$ cat src/sv/tvlb_pkg.sv
// shared types, widths and constants of the torque vectoring linear bias block
// no dependencies
`default_nettype none

package tvlb_pkg;

    // field widths
    localparam int BIAS_W     = 16;
    localparam int ANG_W      = 15;
    localparam int TRQ_W      = 16;
    localparam int X_W        = 16;
    localparam int DY_W       = 15;
    localparam int PROD_W     = 31;
    localparam int NUM_W      = 29;
    localparam int Q_W        = 14;
    localparam int DIV_STAGES = Q_W;
    localparam int PA_W       = 33;
    localparam int PW         = 47;
    localparam int FRAC_SH    = 30;

    // configuration port
    localparam int CFG_IDX_W  = 3;
    localparam int CFG_DATA_W = 16;

    localparam logic [CFG_IDX_W-1:0] CFG_DRV_REAR  = 3'd0;
    localparam logic [CFG_IDX_W-1:0] CFG_RGN_REAR  = 3'd1;
    localparam logic [CFG_IDX_W-1:0] CFG_ANG_BEGIN = 3'd2;
    localparam logic [CFG_IDX_W-1:0] CFG_ANG_END   = 3'd3;
    localparam logic [CFG_IDX_W-1:0] CFG_LEFT_END  = 3'd4;

    // q1.15 constants
    localparam logic [BIAS_W-1:0] ONE_Q15  = 16'h8000;
    localparam logic [BIAS_W-1:0] HALF_Q15 = 16'h4000;

    // register reset values
    localparam logic [BIAS_W-1:0] DRV_REAR_RST  = 16'd16384;
    localparam logic [BIAS_W-1:0] RGN_REAR_RST  = 16'd16384;
    localparam logic [ANG_W-1:0]  ANG_BEGIN_RST = 15'd0;
    localparam logic [ANG_W-1:0]  ANG_END_RST   = 15'd9000;
    localparam logic [BIAS_W-1:0] LEFT_END_RST  = 16'd16384;

    // where the absolute angle falls on the interpolation axis
    typedef enum logic [1:0] {
        RGN_BEGIN = 2'd0,
        RGN_END   = 2'd1,
        RGN_MID   = 2'd2
    } t_region;

    // decoded configuration; the user must keep it stable while words are in flight, the block does not enforce it
    typedef struct packed {
        logic [BIAS_W-1:0] drv_rear;
        logic [BIAS_W-1:0] rgn_rear;
        logic [ANG_W-1:0]  x1;
        logic [ANG_W-1:0]  x2;
        logic              asc;
        logic [ANG_W-1:0]  den;
        logic [BIAS_W-1:0] endb_pos;
        logic [BIAS_W-1:0] endb_neg;
    } t_cfg;

    // per-word sideband carried down the pipeline
    typedef struct packed {
        logic                    sv;
        logic signed [TRQ_W-1:0] req;
        logic [BIAS_W-1:0]       rear;
        logic [BIAS_W-1:0]       front;
        t_region                 region;
        logic [BIAS_W-1:0]       y2;
        logic                    dneg;
    } t_item;

    // clamp a bias register to one
    function automatic logic [BIAS_W-1:0] sat_bias(input logic [BIAS_W-1:0] b);
        return (b > ONE_Q15) ? ONE_Q15 : b;
    endfunction

endpackage

`default_nettype wire

$ cat src/sv/tvlb_cfg.sv
// configuration registers and decoded bias/axis values
// depends on tvlb_pkg
`default_nettype none

module tvlb_cfg (
    input  wire logic                            i_clk,
    input  wire logic                            i_rst_n,
    input  wire logic                            i_cfg_we,
    input  wire logic [tvlb_pkg::CFG_IDX_W-1:0]  i_cfg_idx,
    input  wire logic [tvlb_pkg::CFG_DATA_W-1:0] i_cfg_wdata,
    output tvlb_pkg::t_cfg                       o_cfg
);

    logic [tvlb_pkg::BIAS_W-1:0] r_drv_rear;
    logic [tvlb_pkg::BIAS_W-1:0] r_rgn_rear;
    logic [tvlb_pkg::ANG_W-1:0]  r_ang_begin;
    logic [tvlb_pkg::ANG_W-1:0]  r_ang_end;
    logic [tvlb_pkg::BIAS_W-1:0] r_left_end;
    logic [tvlb_pkg::BIAS_W-1:0] w_endb;

    // register writes
    always_ff @(posedge i_clk) begin
        if (!i_rst_n) begin
            r_drv_rear  <= tvlb_pkg::DRV_REAR_RST;
            r_rgn_rear  <= tvlb_pkg::RGN_REAR_RST;
            r_ang_begin <= tvlb_pkg::ANG_BEGIN_RST;
            r_ang_end   <= tvlb_pkg::ANG_END_RST;
            r_left_end  <= tvlb_pkg::LEFT_END_RST;
        end else if (i_cfg_we) begin
            unique case (i_cfg_idx)
                tvlb_pkg::CFG_DRV_REAR:  r_drv_rear  <= i_cfg_wdata;
                tvlb_pkg::CFG_RGN_REAR:  r_rgn_rear  <= i_cfg_wdata;
                tvlb_pkg::CFG_ANG_BEGIN: r_ang_begin <= i_cfg_wdata[tvlb_pkg::ANG_W-1:0];
                tvlb_pkg::CFG_ANG_END:   r_ang_end   <= i_cfg_wdata[tvlb_pkg::ANG_W-1:0];
                tvlb_pkg::CFG_LEFT_END:  r_left_end  <= i_cfg_wdata;
                default: ;
            endcase
        end
    end

    // saturated biases, axis direction and span
    always_comb begin
        w_endb         = tvlb_pkg::sat_bias(r_left_end);
        o_cfg.drv_rear = tvlb_pkg::sat_bias(r_drv_rear);
        o_cfg.rgn_rear = tvlb_pkg::sat_bias(r_rgn_rear);
        o_cfg.x1       = r_ang_begin;
        o_cfg.x2       = r_ang_end;
        o_cfg.asc      = (r_ang_begin <= r_ang_end);
        o_cfg.den      = o_cfg.asc ? (r_ang_end - r_ang_begin) : (r_ang_begin - r_ang_end);
        o_cfg.endb_pos = w_endb;
        o_cfg.endb_neg = tvlb_pkg::ONE_Q15 - w_endb;
    end

endmodule

`default_nettype wire

$ cat config.mk
export PLATFORM = sky130hd
export DESIGN_NAME = tvlb_cfg
export DESIGN_NICKNAME = d
export VERILOG_FILES = /design/src/sv/tvlb_pkg.sv /design/src/sv/tvlb_cfg.sv
export SDC_FILE = /design/constraint.sdc
export NUM_CORES = 1
export LEC_CHECK = 0
export ABC_AREA = 1
export BUFFER_PORTS_ARGS = -buffer_cell sky130_fd_sc_hd__buf_2
export CELL_PAD_IN_SITES_DETAIL_PLACEMENT = 0
export CELL_PAD_IN_SITES_GLOBAL_PLACEMENT = 1
export CORE_MARGIN = 8
export CORE_UTILIZATION = 35
export CTS_BUF_LIST = sky130_fd_sc_hd__clkbuf_4 sky130_fd_sc_hd__clkbuf_8 sky130_fd_sc_hd__clkbuf_16
export CTS_CLUSTER_DIAMETER = 50
export DETAILED_ROUTE_END_ITERATION = 10
export MAX_ROUTING_LAYER = met4
export PLACE_DENSITY_LB_ADDON = 0.25
export SETUP_SLACK_MARGIN = 0.1
export SYNTH_ARGS = -nofsm -noshare
export SYNTH_HDL_FRONTEND = slang
export SYNTH_SLANG_ARGS = --single-unit
$ cat constraint.sdc
create_clock -name i_clk -period 2.55 [get_ports i_clk]
set_clock_uncertainty 0.2 [all_clocks]
set_input_delay 0.1275 -clock i_clk [delete_from_list [all_inputs] [get_ports i_clk]]
set_output_delay 0.1275 -clock i_clk [all_outputs]
set_load 0.01 [all_outputs]
Word-level counts from Yosys, hierarchy flattened
Index checks and enable logic that the tools add are counted. W data, S select, Z words.

Register bits: 78. Input bits: 22. Output and inout port bits: 110. Logic and storage cells: 26.

$add $sub $neg: 3. Order comparisons: 4. Equality and inequality tests: 4. Muxes and demuxes: 4. Reduce and logical (&&, ||, !) cells: 6.

Operators by type and width (count): $gt A16 B16 Y1 const B (3); $mux W16 (3); $sub A15 B15 Y15 (2); $sub A16 B16 Y16 const A (1); $le A15 B15 Y1 (1); $mux W15 (1); $reduce_and A2 Y1 (5); $eq A3 B2 Y1 const B (2); $eq A3 B1 Y1 const B (1); $eq A3 B3 Y1 const B (1); $logic_not A3 Y1 (1).

Logic depth before layout (Yosys ltp)
Gate-level depths: netlist of the first run.

Depth in word-level cells: 3. Mapped depth: 15. Depth with buffers taken out: 14.

Worst setup path after synthesis of the first run
Ideal clock, no wire load.

Path type: register to output. Start: reg r_ang_end[0] in the netlist's numbering. End: out o_cfg[46] in the netlist's numbering. Arrival: 1.833 ns. Data required time: 2.223 ns. Slack: 0.389 ns. Cell stages (with the launch flop): 13. Buffers on the path: 0. Path through: dfxtp_1 inv_1 ha_1 fa_1 o21ai_1 nand2_1 nand2_1 nand2_1 nand2_1 nand2_1 nand2_1 nand2_1 nand2_1.

RTL lines: start, declared (line tvlb_cfg.sv:17) `logic [tvlb_pkg::ANG_W-1:0] r_ang_end;`; start signal, assigned (line tvlb_cfg.sv:27) `r_ang_end <= tvlb_pkg::ANG_END_RST;`; start signal, assigned (line tvlb_cfg.sv:34) `tvlb_pkg::CFG_ANG_END: r_ang_end <= i_cfg_wdata[tvlb_pkg::ANG_W-1:0];`; end, declared (line tvlb_cfg.sv:11) `output tvlb_pkg::t_cfg o_cfg`.

==> key figures, run 1 <==
Route
  • Detailed Route Iter0 Violations: 244
  • Final ANT Viol Nets: 0
  • Vias/cell: 4.77
  • DRT Pass-1 Iters: 6
  • Vias post-DR: 5628
  • Per-cell routed wire length: 15.2 um
  • DR DRC count: 0
  • DRT Wirelength: 17900 um

Finish
  • Synthesis-to-finish area growth: 42.0%
  • Fillcell total: 1533
  • Commonest non-fill, non-tap cell in the layout: nand2_1
  • Layout cells sized above 1: 34.2%
  • Non-Filler Instances: 1181
  • Ant diodes: 0
  • Final nets: 1046
  • Finished Cell Area: 7390 sq um
  • Fin util: 50.8%
  • Most frequent cells in the layout: 144 x nand2_1, 131 x buf_2, 112 x inv_1

Floorplan
  • Total core area: 14500 sq um
  • Num ports: 132
  • DIE WIDTH: 138 um
  • Die area: 19000 sq um
  • Initial Util: 35.8%
  • Number of rows in the core area: 44
  • Die H: 138 um

Worst setup path
  • Reg2Reg Setup Slack: 1160 ps
  • Arr. time, crit path: 2110 ps
  • Startpoint Class: flop
  • CP cell instances: inv_2 -> ha_4 -> fa_2 -> o21ai_2 -> nand2_1 -> nand2_2 -> xor2_1 -> nand2_1 -> nand2_1 -> buf_2
  • Category of the most critical setup path: reg2out
  • Reg2reg start: r_rgn_rear[14]$_SDFFE_PN1P_
  • Slowest CP cell: fa_2
  • CP Data Required Time: 2220 ps
  • R2r endpoint: r_rgn_rear[14]$_SDFFE_PN1P_
  • Crit-path max cell delay: 400 ps
  • CP Capture Type: primary output
  • Crit. Startpoint: r_ang_end[0]$_SDFFE_PN0P_
  • Crit path top cell by count: nand2_1
  • Depth of the most critical reg-to-reg path: 3
  • Crit-path max FO: 3
  • CP Capture Point: o_cfg[38]

STA
  • RSZ-0062 raised after global routing: yes
  • Worst Tran Pin Value: 867 ps
  • Final hold viol count: 0
  • Final period util: 95.6%
  • Max Transition Viols Final: 0
  • Setup Viol. Count Final: 0
  • Setup TNS: 0 ps
  • Minimum clock period: 2440 ps
  • Slew HR: 42.1%
  • Fmax: 410 MHz

Yosys
  • Synth Area per Inst: 6.37 sq um
  • Largest cells by area after synthesis: dfxtp_1 30%, nand2_1 12%, inv_1 9.2%
  • Distinct cells, synth: 38
  • Synth Warn #: 0
  • Syn Inst Count: 817
  • Top-area cell type share of the netlist area: 30.0%
  • Synth Flop Type: dfxtp_1
  • EDFF count, synth: 0
  • Ys async rst share: 0%
  • Post-Syn Nets: 871
  • Seq cells post-synth: 78
  • Post-synthesis sequential area ratio: 30.0%
  • Dominant cell type by area after synthesis: dfxtp_1
  • Mapped cell area: 5200 sq um

Placed design
  • GPL Wtd Cong: 0.862
  • Placed cells: 1114
  • Port Buffer Count: 131
  • Placed Instance Area: 6050 sq um
  • Hpwl dp: 13800 um

Power and ir drop
  • Pwr Total: 0.00370 W
  • Max VDD drop: 0.343 mV
  • P per Cell Area: 501 nW/um^2
  • Leak pwr: 3.68 nW

Global route
  • GRT Total Usage: 19.0%
  • Largest net degree at the start of global routing: 37
  • Vias in the first global route: 5456
  • Gr ovfl total: 0
  • First-pass GRT wire length: 27800 um
  • Initial antenna violation count: 0

Worst hold path
  • Min-Delay Path Class: in2reg
  • Hold depth: 3

Status
  • Status: complete, no violations

CTS
  • CTS Buffer Depth: 2
  • CTS clock-pin slew for the worst setup and hold paths: 60 ps
  • Worst-Skew Late Latency: 330 ps
  • Clock sink total: 78
  • TritonCTS buffer count: 9
  • H-tree depth: 3
  • CTS tree: built
  • Root buffer cell: clkbuf_16

Run
  • Maxcap violations: 0
worst max-delay path, delay by kind of cell (launching register included):
kind                       cells  cell delay, ps
AOI/OAI and AO/OA              1             150
xor gates and xnor gates       1             200
adders and majority gates      2             560
buffers and inverters          2             180
DFF                            1             350
and+or+nand+nor                4             350
cells in the mapped netlist, drive strengths merged (3+ instances only):
cell type,number
nor3,7
clkbuf,30
o21ai,89
xnor2,4
o31ai,5
a21oi,93
inv,135
nand4,14
ha,30
nand2,181
nor2,88
nand3,22
buf,6
o211ai,3
dfxtp,78
xor2,16
o21bai,4
worst min-delay path by stage:
stage | startpoint | end
after floorplan | i_cfg_wdata[13] | r_ang_end[13]$_SDFFE_PN1P_
after global placement | i_cfg_wdata[14] | r_rgn_rear[14]$_SDFFE_PN1P_
after detailed placement | i_cfg_wdata[14] | r_rgn_rear[14]$_SDFFE_PN1P_
after CTS | i_cfg_wdata[11] | r_left_end[11]$_SDFFE_PN0P_
after global routing | i_cfg_wdata[11] | r_ang_end[11]$_SDFFE_PN0P_
final | i_cfg_wdata[11] | r_left_end[11]$_SDFFE_PN0P_
final cells by class:
type                            instances  area, sq um  area share (%)
Multi-Input combinational cell        570         3480            47.2
Tap cell                              184          230            3.12
Sequential cell                        78         1600            21.7
Timing Repair Buffer                  196         1220            16.5
Inverter                              136          518            7.01
Timing Repair inverter                  1         6.26          0.0847
Clock inverter                          6         93.8            1.27
Clock buffer                           10          239            3.23
cells by family (layout without fill, tap and decap cells):
| logic type | Yosys count | in the layout | share of synthesized area, % |
|---|---|---|---|
| buffers and inverters | 172 | 349 | 13.1 |
| DFF | 78 | 78 | 30.0 |
| and+or+nand+nor | 317 | 320 | 25.5 |
| AOI/OAI and AO/OA | 198 | 198 | 20.0 |
| xor gates and xnor gates | 20 | 20 | 3.37 |
| adders and majority gates | 32 | 32 | 7.98 |
power by group:
group / switching, W / internal, W / total, W / leakage, nW
Sequential: 0.0000352 / 0.00127 / 0.00130 / 0.644
Clock: 0.000520 / 0.000891 / 0.00141 / 0.159
Combinational: 0.000582 / 0.000405 / 0.000987 / 2.88
stage by stage:
stage / setup slack [ps] / hold slack (ps)
finish: 112 / 0.122
global route: -14.5 / 22.9
CTS: 100 / 0.230
detailed placement: 84.9 / 213
global placement: 111 / 195
floorplan: 389 / 53.9
layer usage:
metal | track usage (%) | routed length, um | up-vias
li1 | - | - | 2951
met1 | 23.4 | 8000 | 2537
met2 | 31.8 | 9000 | 121
met3 | 2.17 | 645 | 19
met4 | 6.03 | 263 | 0
met5 | - | 0 | -
repair_timing:
action / 4_1_cts / 5_1_grt
pin swaps: 18 / 27
hold buffers: 16 / 0
gates resized for setup: 81 / 76
cloned: 3 / 1
setup endpoints to repair: 19 / 40
buffers inserted: 14 / 17
endpoints found under the hold margin: 38 / 0
flip-flops by register name, summed over array words and instances, names as in the netlist:
register	cells
r_ang_end	15
r_rgn_rear	16
r_drv_rear	16
r_ang_begin	15
r_left_end	16
No activity file was read; power rests on OpenSTA's default activity.
==> run 2, diff against run 1 <==
--- a/config.mk
+++ b/config.mk
@@ -6,8 +6,9 @@
 export NUM_CORES = 1
 export LEC_CHECK = 0
 export ABC_AREA = 1
+export ABC_CLOCK_PERIOD_IN_PS = 2550
 export BUFFER_PORTS_ARGS = -buffer_cell sky130_fd_sc_hd__buf_2
-export CELL_PAD_IN_SITES_DETAIL_PLACEMENT = 0
+export CELL_PAD_IN_SITES_DETAIL_PLACEMENT = 1
 export CELL_PAD_IN_SITES_GLOBAL_PLACEMENT = 1
 export CORE_MARGIN = 8
 export CORE_UTILIZATION = 35
==> key figures, run 2 (same netlist as run 1, synthesis figures left out) <==
Route
  • Detailed Route Iter0 Violations: 195
  • Vias/cell: 4.98
  • Vias post-DR: 5962
  • DRT Pass-1 Iters: 4
  • DRT Wirelength: 21000 um
  • DR DRC count: 0
  • Per-cell routed wire length: 17.6 um
  • Final ANT Viol Nets: 0

STA
  • Minimum clock period: 2520 ps
  • Max Transition Viols Final: 0
  • Setup Viol. Count Final: 0
  • Final hold viol count: 0
  • Final period util: 98.8%
  • Worst Tran Pin Value: 864 ps
  • Min Hold Slack: 3.67 ps
  • RSZ-0062 raised after global routing: yes
  • Setup WS post-layout: 30.5 ps
  • Setup TNS: 0 ps
  • Fmax: 397 MHz
  • Slew HR: 42.3%

Worst hold path
  • Min-Delay Path Class: in2reg
  • Hold Path End: r_ang_begin[14]$_SDFFE_PN0P_
  • Worst hold start: i_cfg_idx[0]
  • Hold depth: 3

CTS
  • CTS clock-pin slew for the worst setup and hold paths: 60 ps
  • H-tree depth: 3
  • CTS tree: built
  • Root buffer cell: clkbuf_16
  • Worst-Skew Late Latency: 330 ps
  • Clock sink total: 78
  • TritonCTS buffer count: 9
  • CTS Buffer Depth: 2

Global route
  • Met1 usage: 25.5%
  • Largest net degree at the start of global routing: 37
  • GRT Total Usage: 21.8%
  • Vias in the first global route: 6198
  • Top Usage Layer GRT: met2
  • Grt met3 use: 2.86%
  • Initial antenna violation count: 0
  • First-pass GRT wire length: 32000 um
  • Met2 Use GR: 38.2%
  • Gr ovfl total: 0

Finish
  • Layout cells sized above 1: 36.9%
  • Synthesis-to-finish area growth: 45.0%
  • Final nets: 1061
  • Most frequent cells in the layout: 138 x nand2_1, 131 x buf_2, 108 x inv_1
  • Commonest non-fill, non-tap cell in the layout: nand2_1
  • Ant diodes: 0
  • Finished Cell Area: 7550 sq um
  • Leading registers by flop count: r_drv_rear: 16 flops, r_left_end: 16 flops, r_rgn_rear: 16 flops

Worst setup path
  • CP Data Required Time: 2220 ps
  • Slowest CP cell: dfxtp_1
  • Crit-path max cell delay: 420 ps
  • Depth of the most critical reg-to-reg path: 3
  • Category of the most critical setup path: reg2out
  • CP cell instances: ha_4 -> buf_4 -> a21oi_1 -> nor2_1 -> nor2_1 -> nand3_2 -> nand2_1 -> nand2_1 -> nand2_1 -> nand2_1 -> buf_2
  • Crit-path max FO: 4
  • Arr. time, crit path: 2190 ps
  • Startpoint Class: flop
  • Crit path top cell by count: nand2_1
  • R2r endpoint: r_rgn_rear[14]$_SDFFE_PN1P_
  • Reg2Reg Setup Slack: 1150 ps
  • Reg2reg start: r_rgn_rear[14]$_SDFFE_PN1P_
  • CP Capture Type: primary output

Placed design
  • Port Buffer Count: 131
  • GPL Wtd Cong: 0.862
  • Worst slack at placement: 85.3 ps
  • Hpwl dp: 14800 um
  • Placed Instance Area: 6050 sq um

Run
  • Maxcap violations: 0

Power and ir drop
  • Sequential power share: 33.8%
  • Pwr Total: 0.00385 W
  • Int Pwr: 0.00265 W
  • Clock power share: 38.9%
  • Max VDD drop: 0.249 mV
  • Leak pwr: 3.82 nW
  • Net Sw Power: 0.00120 W
  • P per Cell Area: 511 nW/um^2
  • Net Sw Frac: 31.3%
  • Logic pwr share: 27.3%

Floorplan
  • Die area: 19000 sq um
  • Number of rows in the core area: 44
  • DIE WIDTH: 138 um
  • Die H: 138 um
  • Initial Util: 35.8%
  • Total core area: 14500 sq um
  • Num ports: 132

Status
  • Status: complete, no violations
==> run 2: power groups by stage <==
| stage | combinational, W | clock (W) | sequential (W) |
|---|---|---|---|
| finish | 0.00105 | 0.00150 | 0.00130 |
| global route | 0.00116 | 0.00157 | 0.00130 |
| CTS | 0.000965 | 0.00152 | 0.00130 |
| detailed placement | 0.000849 | 0 | 0.00132 |
| global placement | 0.000839 | 0 | 0.00132 |
| floorplan | 0.000529 | 0 | 0.00132 |
==> run 2: stage by stage <==
step / instances / utilization (%)
global placement: 1114 / 41.6
floorplan: 817 / -
global route: 1196 / 51.9
CTS: 1176 / 49.2
finish: 1196 / 51.9
detailed placement: 1114 / 41.6
==> run 2: how the worst max path moves through the flow <==
stage | from | end | slack (ps) | depth (start not counted)
floorplan | r_ang_end[0]$_SDFFE_PN0P_ | o_cfg[46] | 390 | 12
global placement | r_ang_end[2]$_SDFFE_PN0P_ | o_cfg[46] | 110 | 13
detailed placement | r_ang_end[2]$_SDFFE_PN0P_ | o_cfg[46] | 90 | 13
CTS | r_ang_end[0]$_SDFFE_PN0P_ | o_cfg[46] | 80 | 12
global route | r_ang_begin[9]$_SDFFE_PN0P_ | o_cfg[44] | -70 | 11
finish | r_ang_begin[9]$_SDFFE_PN0P_ | o_cfg[44] | 30 | 11
==> run 2: critical path, delay by kind of cell (launching register included) <==
family	cells	cell delay (ps)
buffers and inverters	2	290
flip-flops	1	420
AO/OA/AOI/OAI	1	250
AND/OR/NAND/NOR	7	640
adder cells (fa/ha/maj)	1	260
==> run 2: layout make-up <==
class,instances,area [sq um]
repair inverters,1,11.3
clock buffers,9,225
well taps,184,230
repair buffers,212,1310
fillers,1900,6990
clock inverters,7,120
multi-input cells,569,3520
flip-flops and latches,78,1610
inverters,136,520
==> run 2: routing by layer <==
layer / vias to the layer above / wire (um)
met5: - / 0
met4: 0 / 388
met3: 31 / 797
met2: 127 / 10900
met1: 2822 / 8970
li1: 2982 / -
==> run 2: what timing repair did <==
item                                    4_1_cts  5_1_grt
gates cloned                                  3        0
gates resized for setup                      92       91
buffers inserted                             28       20
hold buffers                                 15        0
endpoints found under the setup margin       19       42
pin swaps                                    32       41
hold endpoints to repair                     40        0
==> run 3, diff against run 2 <==
--- a/config.mk
+++ b/config.mk
@@ -6,12 +6,12 @@
 export NUM_CORES = 1
 export LEC_CHECK = 0
 export ABC_AREA = 1
-export ABC_CLOCK_PERIOD_IN_PS = 2550
+export ABC_CLOCK_PERIOD_IN_PS = 2180
 export BUFFER_PORTS_ARGS = -buffer_cell sky130_fd_sc_hd__buf_2
 export CELL_PAD_IN_SITES_DETAIL_PLACEMENT = 1
 export CELL_PAD_IN_SITES_GLOBAL_PLACEMENT = 1
 export CORE_MARGIN = 8
-export CORE_UTILIZATION = 35
+export CORE_UTILIZATION = 33
 export CTS_BUF_LIST = sky130_fd_sc_hd__clkbuf_4 sky130_fd_sc_hd__clkbuf_8 sky130_fd_sc_hd__clkbuf_16
 export CTS_CLUSTER_DIAMETER = 50
 export DETAILED_ROUTE_END_ITERATION = 10
==> constraint.sdc (replaced) <==
create_clock -name i_clk -period 2.18 [get_ports i_clk]
set_clock_uncertainty 0.2 [all_clocks]
set_input_delay 0.109 -clock i_clk [delete_from_list [all_inputs] [get_ports i_clk]]
set_output_delay 0.109 -clock i_clk [all_outputs]
set_load 0.01 [all_outputs]
==> key figures, run 3 (same netlist as run 1, synthesis figures left out) <==
Status
  • Status: complete, but fails checks
  • Failing checks: setup timing

Power and ir drop
  • Clock power share: 37.9%
  • P per Cell Area: 572 nW/um^2
  • Logic pwr share: 30.3%
  • Sequential power share: 31.7%
  • Net Sw Frac: 30.8%
  • Net Sw Power: 0.00148 W
  • Int Pwr: 0.00331 W
  • Max VDD drop: 0.387 mV
  • Pwr Total: 0.00479 W
  • Leak pwr: 4.13 nW

Worst setup path
  • Category of the most critical setup path: reg2out
  • Crit-path max FO: 6
  • Arr. time, crit path: 2210 ps
  • Crit. Startpoint: r_ang_end[14]$_SDFFE_PN0P_
  • Startpoint Class: flop
  • CP cell instances: inv_1 -> ha_4 -> nand2_1 -> nor2_2 -> and3_1 -> nand2_2 -> nand2_4 -> nand2_4 -> buf_12 -> buf_12 -> nand2_2 -> nand2_2 -> buf_6
  • CP Capture Type: primary output
  • CP Capture Point: o_cfg[41]
  • Crit path top cell by count: nand2_2
  • Slowest CP cell: dfxtp_1
  • CP Data Required Time: 1870 ps
  • Reg2Reg Setup Slack: 1050 ps
  • Depth of the most critical reg-to-reg path: 5
  • Crit-path max cell delay: 330 ps
  • Reg2reg start: r_ang_end[2]$_SDFFE_PN0P_
  • R2r endpoint: r_ang_end[2]$_SDFFE_PN0P_

Placed design
  • Hpwl dp: 15700 um
  • GPL Wtd Cong: 0.843
  • Worst slack at placement: -90.0 ps
  • Placed Instance Area: 6590 sq um
  • Port Buffer Count: 131

Floorplan
  • Die H: 142 um
  • Initial Util: 33.2%
  • DIE WIDTH: 142 um
  • Total core area: 15700 sq um
  • Number of rows in the core area: 46
  • Num ports: 132
  • Die area: 20000 sq um

STA
  • Setup Viol. Count Final: 29
  • Final hold viol count: 0
  • Max Transition Viols Final: 0
  • RSZ-0062 raised after global routing: yes
  • Worst Tran Pin Value: 590 ps
  • Slew HR: 60.6%
  • Fmax: 398 MHz
  • Setup WS post-layout: -335 ps
  • Min Hold Slack: 22.2 ps
  • Minimum clock period: 2510 ps
  • Final period util: 115%

Global route
  • Initial antenna violation count: 0
  • GRT Total Usage: 22.8%
  • Gr ovfl total: 0
  • Largest net degree at the start of global routing: 34
  • Vias in the first global route: 6762
  • First-pass GRT wire length: 35300 um

CTS
  • Worst-Skew Late Latency: 330 ps
  • CTS clock-pin slew for the worst setup and hold paths: 60 ps
  • H-tree depth: 3
  • CTS tree: built
  • Root buffer cell: clkbuf_16
  • Clock sink total: 78
  • CTS Buffer Depth: 2
  • TritonCTS buffer count: 9

Route
  • DRT Pass-1 Iters: 7
  • Vias/cell: 5.01
  • DRT Wirelength: 24200 um
  • Per-cell routed wire length: 18.9 um
  • Detailed Route Iter0 Violations: 338
  • Final ANT Viol Nets: 0
  • DR DRC count: 0
  • Vias post-DR: 6408

Run
  • Maxcap violations: 0

Finish
  • Leading registers by flop count: r_drv_rear: 16 flops, r_left_end: 16 flops, r_rgn_rear: 16 flops
  • Finished Cell Area: 8370 sq um
  • Ant diodes: 0
  • Fillcell total: 2031
  • Final nets: 1111
  • Layout cells sized above 1: 42.8%
  • Most frequent cells in the layout: 132 x nand2_1, 117 x buf_2, 110 x inv_1
  • Commonest non-fill, non-tap cell in the layout: nand2_1
  • Synthesis-to-finish area growth: 60.9%

Worst hold path
  • Min-Delay Path Class: in2reg
## run 3: power by group through the flow
stage | clock network (W) | logic (W) | registers (W)
floorplan | 0 | 0.000623 | 0.00155
CTS | 0.00182 | 0.00129 | 0.00151
global placement | 0 | 0.00108 | 0.00154
global route | 0.00188 | 0.00157 | 0.00152
finish | 0.00182 | 0.00145 | 0.00152
detailed placement | 0 | 0.00110 | 0.00154
## run 3: worst max-delay path, delay by kind of cell (launching register included)
kind	cells	cell delay, ps
simple gates	8	750
buf+inv	4	450
flops	1	330
fa+ha+maj	1	300
## run 3: worst min-delay path by stage
stage                    startpoint                      endpoint  slack (ps)  cells past startpoint
floorplan            i_cfg_wdata[5]     r_ang_end[5]$_SDFFE_PN1P_          40                      2
global placement    i_cfg_wdata[14]   r_rgn_rear[14]$_SDFFE_PN1P_         220                      3
detailed placement  i_cfg_wdata[14]   r_left_end[14]$_SDFFE_PN1P_         220                      3
CTS                    i_cfg_idx[2]  r_ang_begin[14]$_SDFFE_PN0P_          10                      5
global route           i_cfg_idx[2]  r_ang_begin[14]$_SDFFE_PN0P_          40                      5
finish                 i_cfg_idx[2]  r_ang_begin[14]$_SDFFE_PN0P_          20                      5
## run 3: stage by stage
step	std cells	utilization, %	setup TNS, ps
after detailed placement	1206	42.1	-615
after global routing	1278	53.5	-9430
final	1278	53.5	-6730
after global placement	1206	42.1	-27.9
after CTS	1264	50.9	-4500
after floorplan	817	-	0
## run 3: layout make-up
type                            count  area [sq um]  area share [%]
Clock buffer                       13           268            3.20
Clock inverter                      3          90.1            1.08
Inverter                          136           539            6.44
Multi-Input combinational cell    567          3660            43.7
Sequential cell                    78          1610            19.3
Tap cell                          216           270            3.23
Timing Repair Buffer              264          1920            23.0
Timing Repair inverter              1          7.51          0.0896
## run 3: what timing repair did
action	in CTS	in global routing
setup buffers	22	13
endpoints found under the setup margin	52	54
resized for setup	156	87
cloned	2	1
endpoints found under the hold margin	58	0
hold buffers	18	0
pin swaps	30	52
## run 3: routing by layer
layer	share of wire (%)	up-vias	track usage [%]
li1	-	3066	-
met1	44	3145	27.1
met2	50	154	39.0
met3	3.7	43	3.39
met4	2.4	0	7.12
met5	0	-	-
